--- src/rtl/ggc_pkg.sv ---
package ggc_pkg;

    // Store geometry and the cap on vertices in use
    localparam int STORE_DEPTH  = 32;
    localparam int MAX_VERTICES = 32;
    localparam int VTX_W        = 5;
    localparam int CNT_W        = 6;
    localparam int ADJ_W        = 32;

    localparam logic [CNT_W-1:0] CNT_RESET = 6'd32;
    localparam logic [CNT_W-1:0] CNT_CAP   = CNT_W'(MAX_VERTICES < STORE_DEPTH ?
                                                     MAX_VERTICES : STORE_DEPTH);

    // Controller states
    typedef enum logic [1:0] {
        ST_IDLE,
        ST_SCAN,
        ST_PICK,
        ST_DONE
    } t_state;

    // Commands from controller to datapath
    typedef struct packed {
        logic accept;
        logic scan;
        logic pick;
        logic load;
    } t_cmd;

    // Status from datapath to controller
    typedef struct packed {
        logic in_range;
        logic scan_last;
        logic out_free;
    } t_sts;

endpackage

--- src/rtl/greedy_graph_coloring_core.sv ---
// Greedy graph coloring core.
// Input stream: one beat per vertex; tdata carries the vertex index and its
// adjacency row, tuser carries the start flag that marks every vertex
// uncolored before the beat is handled.
// Output stream: one beat per input beat with the vertex index and its stored
// color; tuser is high when a free color was found and stored.
// Config: i_cfg_we writes the vertex count (1..32, larger values cap at 32);
// write it only while no beat is in flight.
// Flow: after an input beat is taken, the core reads the stored color of
// each of the first n vertices, one per cycle through the single read port
// of the color store, keeping those of colored neighbors, then picks the
// lowest free color. The result passes through the pick and done states
// into the output register (an out-of-range vertex skips the reads), and
// the next input beat is taken only after that result is loaded.
// Reset clears all colored flags, sets the count to 32 and empties the output
// register; no clearing pass is needed. While the receiver stalls, the output
// register holds its beat, one more item is processed, and the core then
// waits with s_axis_tready low until the register frees.
module greedy_graph_coloring_core (
    input  logic        i_clk,
    input  logic        i_rst_n,
    input  logic        i_cfg_we,
    input  logic [5:0]  i_cfg_wdata,
    input  logic        s_axis_tvalid,
    output logic        s_axis_tready,
    input  logic [39:0] s_axis_tdata,  // [4:0] vertex, [36:5] neighbors, [39:37] zero
    input  logic        s_axis_tuser,  // [0] start_graph
    output logic        m_axis_tvalid,
    input  logic        m_axis_tready,
    output logic [15:0] m_axis_tdata,  // [4:0] vertex_out, [9:5] color, [15:10] zero
    output logic        m_axis_tuser   // [0] assigned
);
    import ggc_pkg::*;

    t_cmd             w_cmd;
    t_sts             w_sts;
    logic [VTX_W-1:0] w_vertex_out;
    logic [VTX_W-1:0] w_color;

    ggc_ctrl u_ctrl (
        .i_clk      (i_clk),
        .i_rst_n    (i_rst_n),
        .i_in_valid (s_axis_tvalid),
        .o_in_ready (s_axis_tready),
        .i_sts      (w_sts),
        .o_cmd      (w_cmd)
    );

    ggc_dp u_dp (
        .i_clk        (i_clk),
        .i_rst_n      (i_rst_n),
        .i_cfg_wdata  (i_cfg_wdata),
        .i_cfg_we     (i_cfg_we),
        .i_start      (s_axis_tuser),
        .i_vertex     (s_axis_tdata[4:0]),
        .i_neighbors  (s_axis_tdata[36:5]),
        .i_cmd        (w_cmd),
        .o_sts        (w_sts),
        .o_out_valid  (m_axis_tvalid),
        .i_out_ready  (m_axis_tready),
        .o_vertex_out (w_vertex_out),
        .o_color      (w_color),
        .o_assigned   (m_axis_tuser)
    );

    // Pack the output beat
    assign m_axis_tdata = {6'd0, w_color, w_vertex_out};

endmodule

--- src/rtl/ggc_ctrl.sv ---
module ggc_ctrl (
    input  logic          i_clk,
    input  logic          i_rst_n,
    input  logic          i_in_valid,
    output logic          o_in_ready,
    input  ggc_pkg::t_sts i_sts,
    output ggc_pkg::t_cmd o_cmd
);
    import ggc_pkg::*;

    t_state r_state;
    t_state n_state;

    // State register
    always_ff @(posedge i_clk) begin
        if (!i_rst_n) begin
            r_state <= ST_IDLE;
        end else begin
            r_state <= n_state;
        end
    end

    // Next state
    always_comb begin
        n_state = r_state;
        unique case (r_state)
            ST_IDLE: begin
                if (i_in_valid) n_state = ST_SCAN;
            end
            ST_SCAN: begin
                if (!i_sts.in_range || i_sts.scan_last) n_state = ST_PICK;
            end
            ST_PICK: begin
                n_state = ST_DONE;
            end
            ST_DONE: begin
                if (i_sts.out_free) n_state = ST_IDLE;
            end
            default: begin
                n_state = ST_IDLE;
            end
        endcase
    end

    // Commands
    always_comb begin
        o_cmd      = '0;
        o_in_ready = 1'b0;
        unique case (r_state)
            ST_IDLE: begin
                o_in_ready   = 1'b1;
                o_cmd.accept = i_in_valid;
            end
            ST_SCAN: begin
                o_cmd.scan = i_sts.in_range;
            end
            ST_PICK: begin
                o_cmd.pick = 1'b1;
            end
            ST_DONE: begin
                o_cmd.load = i_sts.out_free;
            end
            default: begin
                o_cmd = '0;
            end
        endcase
    end

endmodule

--- src/rtl/ggc_dp.sv ---
module ggc_dp (
    input  logic                          i_clk,
    input  logic                          i_rst_n,
    input  logic [ggc_pkg::CNT_W-1:0]     i_cfg_wdata,
    input  logic                          i_cfg_we,
    input  logic                          i_start,
    input  logic [ggc_pkg::VTX_W-1:0]     i_vertex,
    input  logic [ggc_pkg::ADJ_W-1:0]     i_neighbors,
    input  ggc_pkg::t_cmd                 i_cmd,
    output ggc_pkg::t_sts                 o_sts,
    output logic                          o_out_valid,
    input  logic                          i_out_ready,
    output logic [ggc_pkg::VTX_W-1:0]     o_vertex_out,
    output logic [ggc_pkg::VTX_W-1:0]     o_color,
    output logic                          o_assigned
);
    import ggc_pkg::*;

    logic [CNT_W-1:0]       r_vcount;
    logic [CNT_W-1:0]       w_n;
    logic [VTX_W-1:0]       r_v;
    logic [ADJ_W-1:0]       r_adj;
    logic [VTX_W-1:0]       r_j;
    logic [STORE_DEPTH-1:0] r_flags;
    logic [VTX_W-1:0]       r_colors [STORE_DEPTH];
    logic [VTX_W-1:0]       w_rd_addr;
    logic [VTX_W-1:0]       r_rdata;
    logic                   r_acc_en;
    logic [ADJ_W-1:0]       r_blocked;
    logic [ADJ_W-1:0]       w_blocked;
    logic [ADJ_W-1:0]       w_free;
    logic [VTX_W-1:0]       w_pick;
    logic                   w_found;
    logic                   w_assign;
    logic                   r_assigned;
    logic [VTX_W-1:0]       r_pick;
    logic                   r_vflag;
    logic                   r_out_vld;
    logic [VTX_W-1:0]       r_out_vertex;
    logic [VTX_W-1:0]       r_out_color;
    logic                   r_out_assigned;

    // Hold the vertex count register
    always_ff @(posedge i_clk) begin
        if (!i_rst_n) begin
            r_vcount <= CNT_RESET;
        end else if (i_cfg_we) begin
            r_vcount <= i_cfg_wdata;
        end
    end

    assign w_n = (r_vcount > CNT_CAP) ? CNT_CAP : r_vcount;

    // Status toward the controller
    assign o_sts.in_range  = ({1'b0, r_v} < w_n);
    assign o_sts.scan_last = (({1'b0, r_j} + CNT_W'(1)) == w_n);
    assign o_sts.out_free  = !r_out_vld || i_out_ready;

    // Capture the input beat, step the neighbor index
    always_ff @(posedge i_clk) begin
        if (i_cmd.accept) begin
            r_v   <= i_vertex;
            r_adj <= i_neighbors;
            r_j   <= '0;
        end else if (i_cmd.scan) begin
            r_j   <= r_j + VTX_W'(1);
        end
    end

    // Colored flags: cleared by reset and by a start beat, set on assignment
    always_ff @(posedge i_clk) begin
        if (!i_rst_n) begin
            r_flags <= '0;
        end else if (i_cmd.accept && i_start) begin
            r_flags <= '0;
        end else if (w_assign) begin
            r_flags[r_v] <= 1'b1;
        end
    end

    // Color store: one write port, one registered read port; hold the read
    // data outside the scan and the pick so a stalled result keeps its color
    assign w_rd_addr = i_cmd.pick ? r_v : r_j;

    always_ff @(posedge i_clk) begin
        if (w_assign) begin
            r_colors[r_v] <= w_pick;
        end
        if (i_cmd.scan || i_cmd.pick) begin
            r_rdata <= r_colors[w_rd_addr];
        end
    end

    // Qualify the read in the cycle after its address, alongside the read data
    always_ff @(posedge i_clk) begin
        if (!i_rst_n) begin
            r_acc_en <= 1'b0;
        end else begin
            r_acc_en <= i_cmd.scan && r_adj[r_j] && r_flags[r_j];
        end
    end

    // Fold the latest neighbor color into the blocked set
    always_comb begin
        w_blocked = r_blocked;
        if (r_acc_en && ({1'b0, r_rdata} < w_n)) begin
            w_blocked = r_blocked | (ADJ_W'(1) << r_rdata);
        end
    end

    always_ff @(posedge i_clk) begin
        if (i_cmd.accept) begin
            r_blocked <= '0;
        end else begin
            r_blocked <= w_blocked;
        end
    end

    // Pick the lowest free color below the count
    always_comb begin
        for (int i = 0; i < ADJ_W; i++) begin
            w_free[i] = !w_blocked[i] && (CNT_W'(i) < w_n);
        end
        w_pick = '0;
        for (int i = ADJ_W - 1; i >= 0; i--) begin
            if (w_free[i]) w_pick = VTX_W'(i);
        end
    end

    assign w_found  = |w_free;
    assign w_assign = i_cmd.pick && o_sts.in_range && w_found;

    always_ff @(posedge i_clk) begin
        if (i_cmd.pick) begin
            r_assigned <= w_assign;
            r_pick     <= w_pick;
            r_vflag    <= r_flags[r_v];
        end
    end

    // Output register
    always_ff @(posedge i_clk) begin
        if (!i_rst_n) begin
            r_out_vld <= 1'b0;
        end else if (i_cmd.load) begin
            r_out_vld <= 1'b1;
        end else if (i_out_ready) begin
            r_out_vld <= 1'b0;
        end
    end

    always_ff @(posedge i_clk) begin
        if (i_cmd.load) begin
            r_out_vertex   <= r_v;
            r_out_assigned <= r_assigned;
            r_out_color    <= r_assigned ? r_pick : (r_vflag ? r_rdata : '0);
        end
    end

    assign o_out_valid  = r_out_vld;
    assign o_vertex_out = r_out_vertex;
    assign o_color      = r_out_color;
    assign o_assigned   = r_out_assigned;

    // A result never overwrites a beat still waiting
    a_load_free: assert property (@(posedge i_clk) disable iff (!i_rst_n)
        i_cmd.load |-> (!r_out_vld || i_out_ready))
        else $error("result loaded over a waiting beat");

    // An assigned vertex is in range and now marked colored
    a_assign_flag: assert property (@(posedge i_clk) disable iff (!i_rst_n)
        $past(i_cmd.pick) && r_assigned |-> (({1'b0, r_v} < w_n) && r_flags[r_v]))
        else $error("assigned vertex not in range or not flagged");

    // The chosen color is not held by any colored neighbor
    a_pick_free: assert property (@(posedge i_clk) disable iff (!i_rst_n)
        $past(i_cmd.pick) && r_assigned |-> !r_blocked[r_pick])
        else $error("picked color is blocked");

endmodule
--- config.mk ---
export PLATFORM = sky130hd
export DESIGN_NAME = greedy_graph_coloring_core
export DESIGN_NICKNAME = d
export VERILOG_FILES = /design/src/rtl/ggc_pkg.sv /design/src/rtl/greedy_graph_coloring_core.sv /design/src/rtl/ggc_ctrl.sv /design/src/rtl/ggc_dp.sv
export SDC_FILE = /design/constraint.sdc
export NUM_CORES = 1
export LEC_CHECK = 0
export ABC_AREA = 1
export BUFFER_PORTS_ARGS = -buffer_cell sky130_fd_sc_hd__buf_2
export CAP_MARGIN = 5
export CORE_MARGIN = 2
export CORE_UTILIZATION = 55
export CTS_CLUSTER_SIZE = 24
export DETAILED_ROUTE_END_ITERATION = 16
export PLACE_DENSITY = 0.86
export SYNTH_ARGS = -nofsm -noshare
export SYNTH_HDL_FRONTEND = slang
export SYNTH_SLANG_ARGS = --single-unit
--- constraint.sdc ---
create_clock -name i_clk -period 4.9 [get_ports i_clk]
set_clock_uncertainty 0.2 [all_clocks]
set_input_delay 0 -clock i_clk [delete_from_list [all_inputs] [get_ports i_clk]]
set_output_delay 0 -clock i_clk [all_outputs]
set_load 0.01 [all_outputs]
==> flow_metrics.env, run 1 <==
export IMPL_status="did not finish"
export IMPL_stop_stage="detailed routing (5_2_route)"
export IMPL_toolErrorMsg="Error: clknet_leaf_14_i_clk 2 pin not visited #guides = 70"
export IMPL_timing_grt_repair_worst_endpoint="u_dp.r_colors[26][0]$_DFFE_PP_/D"
export IMPL_ys_flop_type="edfxtp_1"
export IMPL_worst_endpoint_kind="register input"
export IMPL_grt_pass1_vias=10970
export IMPL_io_pins=71
export IMPL_numCtsBuffers=29
export IMPL_placed_cells=1637
export IMPL_async_reset_ff_share_pct=0
export IMPL_rows=56
export IMPL_cts_buffer_depth=3
export IMPL_cts_root_buf="clkbuf_16"
export IMPL_netlist_instances=1268
export IMPL_antenna_found_initial=1
export IMPL_dp_hpwl_um=21970
export IMPL_syn_cell_area_um2=13020
export IMPL_die_y_um=157.8
export IMPL_synth_seq_cells=299
export IMPL_portBuffers=61
export IMPL_grt_max_degree=73
export IMPL_track_usage_pct=31.40
export IMPL_ys_seq_area_share_pct=62.90
export IMPL_grt_overflow=0
export IMPL_clock_sinks=299
export IMPL_avgSynthCellArea_um2=10.27
export IMPL_yosysMostFrequentCell="edfxtp_1"
export IMPL_synth_edf_count=220
export IMPL_synth_top_area_cell="edfxtp_1"
export IMPL_grt_pass1_wl_um=59730
export IMPL_start_util_pct=55.79
export IMPL_synth_top_cell_area_share_pct=50.75
export IMPL_yosysUniqueCellTypes=49
export IMPL_finalWeightedCongestion=0.9212
export IMPL_synth_common_cells="edfxtp_1 (220), nor2_1 (216), inv_1 (131)"
export IMPL_chipWidth_um=157.8
export IMPL_synth_area_leaders="edfxtp_1 (51%), dfxtp_1 (12%), nor2_1 (6.2%), o21ai_0 (4.4%), inv_1 (3.8%)"
export IMPL_htree_levels=1
export IMPL_ys_warn_count=0
[stage by stage]
stage	cell area, um2	hold WS, ps	setup TNS [ps]	worst slack [ps]	util [%]
global route	15840	62.77	-1008	-36.04	67.89
CTS	15750	20.53	0	170.5	67.51
detailed placement	13840	-21.91	0	196.2	59.33
global placement	13840	-23.33	0	426.5	59.33
floorplan	13040	-101.1	0	233.6	-
[per-layer routing]
metal  global-route usage [%]
met1                    38.48
met2                    51.28
met3                    7.063
met4                    18.27
met5                        0
[cells by family after synthesis]
group	Yosys count	share of synthesized area, %
simple gates	413	12.84
compound gates	330	16.27
flops	299	62.90
buf+inv	205	6.238
fa+ha+maj	13	1.250
xor+xnor	7	0.4710
other cells	1	0.02881
[what timing repair did]
action                                  in CTS  in global routing
endpoints found under the setup margin       0                255
hold endpoints to repair                    63                  0
hold buffers                                96                  0
gates resized for setup                      0                 10
setup buffers                                0                  3
==> run 2, diff against run 1 <==
Settings changed: CORE_UTILIZATION 55 to 40, CTS_CLUSTER_SIZE 24 to not set, PLACE_DENSITY 0.86 to not set, PLACE_DENSITY_LB_ADDON set to 0.15.
Clock period 4.9 ns to 6.4 ns, I/O delays scaled along.
==> run 2 against run 1 <==
Effect of this change:
- global-route usage fell by 9.9 points
- area after synthesis did not move
- the run now ends clean
- synthesized cell count did not move
==> flow_metrics.env, run 2 <==
export IMPL_status="finished clean"
export IMPL_mostFrequentLayoutCells="edfxtp_1 (220), nor2_1 (214), inv_1 (131), nand2_1 (125), o21ai_0 (113)"
export IMPL_viasPerCell=5.274
export IMPL_leakagePower_nw=5.468
export IMPL_dp_hpwl_um=23470
export IMPL_dpl_cell_area_um2=13780
export IMPL_synth_edf_count=220
export IMPL_avgSynthCellArea_um2=10.27
export IMPL_synth_common_cells="edfxtp_1 (220), nor2_1 (216), inv_1 (131)"
export IMPL_nets=1479
export IMPL_drive_above_1_share_pct=12.60
export IMPL_ys_flop_type="edfxtp_1"
export IMPL_drt_first_pass_iters=7
export IMPL_slew_headroom_pct=20.83
export IMPL_ys_warn_count=0
export IMPL_final_setup_viol_count=0
export IMPL_yosysMostFrequentCell="edfxtp_1"
export IMPL_routed_wl_um=36340
export IMPL_syn2layout_area_growth_pct=20.84
export IMPL_cts_setup_buffers=0
export IMPL_die_y_um=184.4
export IMPL_required_ps=6570
export IMPL_top_register="u_dp.r_colors"
export IMPL_drtIter0Drc=771
export IMPL_worstPathArrival_ps=5720
export IMPL_numCtsBuffers=34
export IMPL_n_antenna_cell=0
export IMPL_ys_seq_area_share_pct=62.90
export IMPL_stdcell_area_um2=15730
export IMPL_cts_root_buf="clkbuf_16"
export IMPL_clkLatencyLatePin_ps=530
export IMPL_start_util_pct=40.32
export IMPL_final_common_cell="edfxtp_1"
export IMPL_worst_path_max_fanout=26
export IMPL_clk_pin_slew_ps=50
export IMPL_hold_viol=0
export IMPL_finalMaxSlewViolations=0
export IMPL_cp_start_kind="register"
export IMPL_cp_common_cell="nand2_1"
export IMPL_async_reset_ff_share_pct=0
export IMPL_synth_area_leaders="edfxtp_1 (51%), dfxtp_1 (12%), nor2_1 (6.2%), o21ai_0 (4.4%), inv_1 (3.8%)"
export IMPL_tns_ps=0
export IMPL_finalWeightedCongestion=0.8807
export IMPL_cap_violations=0
export IMPL_netlist_instances=1268
export IMPL_wl_per_cell_um=19.34
export IMPL_antenna_found_initial=0
export IMPL_grt_overflow=0
export IMPL_cts_buffer_depth=3
export IMPL_drc=0
export IMPL_cpMaxStageDelayCell="a21oi_2"
export IMPL_cts_tree="built"
export IMPL_portBuffers=61
export IMPL_period_share_pct=86.69
export IMPL_synth_seq_cells=299
export IMPL_die_area_um2=34000
export IMPL_hold_path_class="in -> reg"
export IMPL_chipWidth_um=184.4
export IMPL_grt_setup_unrepaired="no"
export IMPL_grt_pass1_vias=9786
export IMPL_coreArea_um2=32290
export IMPL_htree_levels=2
export IMPL_grt_max_degree=71
export IMPL_num_vias=9909
export IMPL_worstMarginPinSlew_ps=1185
export IMPL_max_stage_delay_ps=670
export IMPL_critPathKind="reg -> reg"
export IMPL_fmax_mhz=180.2
export IMPL_grt_pass1_wl_um=55510
export IMPL_synth_top_area_cell="edfxtp_1"
export IMPL_syn_cell_area_um2=13020
export IMPL_n_fill_cell=2969
export IMPL_yosysUniqueCellTypes=49
export IMPL_rows=66
export IMPL_track_usage_pct=21.50
export IMPL_vdd_drop_max_v=0.0002376
export IMPL_powerDensity_nw_per_um2=380.8
export IMPL_io_pins=71
export IMPL_drt_antenna_violating_nets=0
export IMPL_largest_reg_flops=160
export IMPL_synth_top_cell_area_share_pct=50.75
export IMPL_layout_min_cycle_time_ps=5548
export IMPL_clock_sinks=299
export IMPL_end_kind="register"
-- run 2: timing repair --
action | 4_1_cts | 5_1_grt
hold buffers | 88 | 0
hold endpoints to repair | 63 | 0
resized for setup | 0 | 0
-- run 2: critical path, delay by kind of cell (launching register included) --
family / cells / cell delay [ps]
flops: 1 / 320
fa+ha+maj: 1 / 210
compound gates: 5 / 1920
buf+inv: 5 / 710
simple gates: 33 / 2050
-- run 2: through the flow --
step | hold slack, ps | utilization, % | setup WS (ps) | std cells | power [mW]
after floorplan | -101.1 | - | 1734 | 1273 | 3.485
after global placement | -23.35 | 42.67 | 907.4 | 1732 | 4.072
after detailed placement | -21.87 | 42.67 | 873.1 | 1732 | 4.080
after CTS | 7.844 | 48.72 | 854.2 | 1879 | 6.021
after global routing | 11.99 | 48.72 | 254.1 | 1879 | 6.307
final | 15.77 | 48.72 | 851.6 | 1879 | 5.990
-- run 2: cell families (layout without fill, tap and decap cells) --
group,after synthesis,after routing,synth area share (%)
AO/OA/AOI/OAI,330,330,16.27
buffers and inverters,205,369,6.238
XOR/XNOR,7,7,0.4710
other,1,6,0.02881
AND/OR/NAND/NOR,413,413,12.84
adder cells (fa/ha/maj),13,13,1.250
flip-flops,299,299,62.90
-- run 2: metal layers --
layer  up-vias  GRT usage, %  routed length, um  share of wire, %
met5         -             0                  0                 0
met4         0         8.672               1244               3.4
met3        72         3.023               1649               4.5
met2       266         35.97              17460                48
met1      4814         28.16              15990                44
li1       4757             -                  -                 -
-- run 2: worst paths after layout --
path / start / endpoint / slack, ps / depth (start not counted)
setup reg to reg: u_dp.r_vcount[3] / u_dp.r_colors[28][0] / 850 / 44
hold / removal: s_axis_tdata[10] / u_dp.r_adj[5] / 20 / 2
setup / recovery: u_dp.r_vcount[3] / u_dp.r_colors[28][0] / 850 / 44
hold reg to reg: u_dp.r_blocked[31] / u_dp.r_blocked[31] / 260 / 2
-- run 2: report_power, final --
group / switching (mW) / internal, mW
combinational: 1.21 / 0.490
sequential: 0.159 / 2.25
clock: 0.784 / 1.10
-- run 2: layout make-up --
class | count | area, um2 | share of cell area [%]
clock buffer | 46 | 915.9 | 5.822
multi-input combinational | 769 | 4065 | 25.84
sequential | 299 | 8188 | 52.05
timing repair buffer | 165 | 1306 | 8.304
clock inverter | 13 | 155.1 | 0.9863
inverter | 145 | 546.8 | 3.476
tap | 442 | 553.0 | 3.516
No activity file was read; power rests on OpenSTA's default activity.
==> run 3, diff against run 2 <==
Settings changed: CORE_MARGIN 2 to not set.
==> run 3 against run 2 <==
Effect of this change:
- via count up 0.22%
- worst hold slack worse by 0.72 ps
- utilization up 1.2 points
- routed wire length down 3.0%
- critical path type unchanged
- largest cell class unchanged
- largest power group unchanged
==> flow_metrics.env, run 3 (same netlist as run 2, synthesis figures left out) <==
export IMPL_r2r_start="u_dp.r_vcount[3]"
export IMPL_n_fill_cell=2891
export IMPL_syn2layout_area_growth_pct=21.94
export IMPL_die_y_um=182.4
export IMPL_nets=1488
export IMPL_min_path_cells=2
export IMPL_drc=0
export IMPL_finalNonFillerCells=1884
export IMPL_layout_min_cycle_time_ps=5089
export IMPL_r2r_cells=45
export IMPL_routed_wl_um=35250
export IMPL_viasPerCell=5.271
export IMPL_rows=65
export IMPL_timing_rr_end="u_dp.r_colors[3][0]"
export IMPL_pwr_share_comb_pct=28.1
export IMPL_clock_sinks=299
export IMPL_drtIter0Drc=780
export IMPL_grt_overflow=0
export IMPL_clkLatencyLatePin_ps=530
export IMPL_tns_ps=0
export IMPL_wl_per_cell_um=18.71
export IMPL_clk_pin_slew_ps=60
export IMPL_chipWidth_um=182.4
export IMPL_cts_root_buf="clkbuf_16"
export IMPL_fmax_mhz=196.5
export IMPL_vdd_drop_max_v=0.0002380
export IMPL_drt_antenna_violating_nets=0
export IMPL_final_setup_viol_count=0
export IMPL_pwr_share_seq_pct=39.3
export IMPL_cts_hold_fix_buffers=94
export IMPL_grt_max_degree=70
export IMPL_top_register="u_dp.r_colors"
export IMPL_critPathKind="reg -> reg"
export IMPL_mostFrequentLayoutCells="edfxtp_1 (220), nor2_1 (214), inv_1 (131), nand2_1 (125), o21ai_0 (113)"
export IMPL_cap_violations=0
export IMPL_grt_pass1_wl_um=54250
export IMPL_cp_start_kind="register"
export IMPL_finalMaxSlewViolations=0
export IMPL_p_clk_share_pct=32.6
export IMPL_slew_headroom_pct=24.29
export IMPL_status="finished clean"
export IMPL_cpMaxStageDelayCell="a21oi_2"
export IMPL_required_ps=6560
export IMPL_powerDensity_nw_per_um2=383.3
export IMPL_hold_viol=0
export IMPL_p_sw_share_pct=35.52
export IMPL_placed_cells=1728
export IMPL_grt_setup_unrepaired="no"
export IMPL_portBuffers=61
export IMPL_coreArea_um2=31800
export IMPL_cts_tree="built"
export IMPL_multiInputGateArea_um2=4060
export IMPL_min_delay_start="s_axis_tdata[5]"
export IMPL_hold_path_class="in -> reg"
export IMPL_finalWeightedCongestion=0.9150
export IMPL_worstPathArrival_ps=5250
export IMPL_p_switching_mw=2.161
export IMPL_cts_setup_buffers=0
export IMPL_drt_first_pass_iters=5
export IMPL_grt_pass1_vias=9475
export IMPL_antenna_found_initial=0
export IMPL_cts_buffer_depth=3
export IMPL_end_kind="register"
export IMPL_final_common_cell="edfxtp_1"
export IMPL_worst_path_max_fanout=25
export IMPL_dp_hpwl_um=22850
export IMPL_cp_common_cell="nand2_1"
export IMPL_numCtsBuffers=34
export IMPL_track_usage_pct=21.36
export IMPL_drive_above_1_share_pct=13.04
export IMPL_power_internal_mw=3.924
export IMPL_largest_reg_flops=160
export IMPL_die_area_um2=33270
export IMPL_num_vias=9931
export IMPL_cts_resized=0
export IMPL_min_to="u_dp.r_adj[0]"
export IMPL_max_stage_delay_ps=570
export IMPL_io_pins=71
export IMPL_leakagePower_nw=5.547
export IMPL_worstMarginPinSlew_ps=1133
export IMPL_htree_levels=2
export IMPL_period_share_pct=79.52
export IMPL_start_util_pct=40.94
export IMPL_n_antenna_cell=0
export IMPL_rrSetupSlack_ps=1310
export IMPL_final_seq_area_um2=8188
-- run 3: power by group through the flow --
stage / registers, mW / logic (mW) / clock network, mW
after global routing: 2.41 / 1.89 / 2.10
after CTS: 2.39 / 1.70 / 2.02
after floorplan: 2.34 / 1.15 / 0
after detailed placement: 2.43 / 1.64 / 0
final: 2.39 / 1.71 / 1.98
after global placement: 2.43 / 1.64 / 0
-- run 3: metrics by stage --
step	worst slack [ps]	total power [mW]	instance area, um2	hold slack, ps	util [%]
6_report	1311	6.085	15870	15.05	49.92
4_1_cts	1291	6.103	15870	4.644	49.92
3_3_place_gp	1411	4.067	13790	-22.64	43.36
3_5_place_dp	1328	4.069	13790	-21.91	43.36
5_1_grt	717.3	6.392	15870	8.997	49.92
2_1_floorplan	1734	3.485	13040	-101.1	-
-- run 3: worst max-delay path by stage --
stage                           startpoint             endpoint  slack, ps  cells after the start
after global routing      u_dp.r_vcount[3]  u_dp.r_colors[2][0]        720                     45
after global placement    u_dp.r_vcount[3]  u_dp.r_colors[3][0]       1410                     44
final                     u_dp.r_vcount[3]  u_dp.r_colors[3][0]       1310                     45
after CTS                 u_dp.r_vcount[3]  u_dp.r_colors[3][0]       1290                     45
after detailed placement  u_dp.r_vcount[3]  u_dp.r_colors[3][0]       1330                     45
after floorplan           u_dp.r_vcount[3]  u_dp.r_colors[0][0]       1730                     43
-- run 3: cell type report --
| class | instances | share of cell area [%] |
|---|---|---|
| Multi-Input combinational cell | 769 | 25.58 |
| Clock inverter | 18 | 1.308 |
| Sequential cell | 299 | 51.58 |
| Tap cell | 435 | 3.429 |
| Inverter | 145 | 3.444 |
| Timing Repair Buffer | 174 | 8.749 |
| Clock buffer | 44 | 5.912 |
-- run 3: routing by layer --
metal	wire, um	GRT usage (%)	share of wire (%)
met1	15640	28.55	44
met2	16820	35.66	48
met3	1786	2.894	5.1
met4	999	7.361	2.8
met5	0	0	0
-- run 3: worst max-delay path, delay by kind of cell (launching register included) --
kind                     cells  cell delay [ps]
AO/OA/AOI/OAI                1              570
adder cells (fa/ha/maj)      1              300
buffers and inverters        5              920
flip-flops                   1              340
AND/OR/NAND/NOR             38             2580
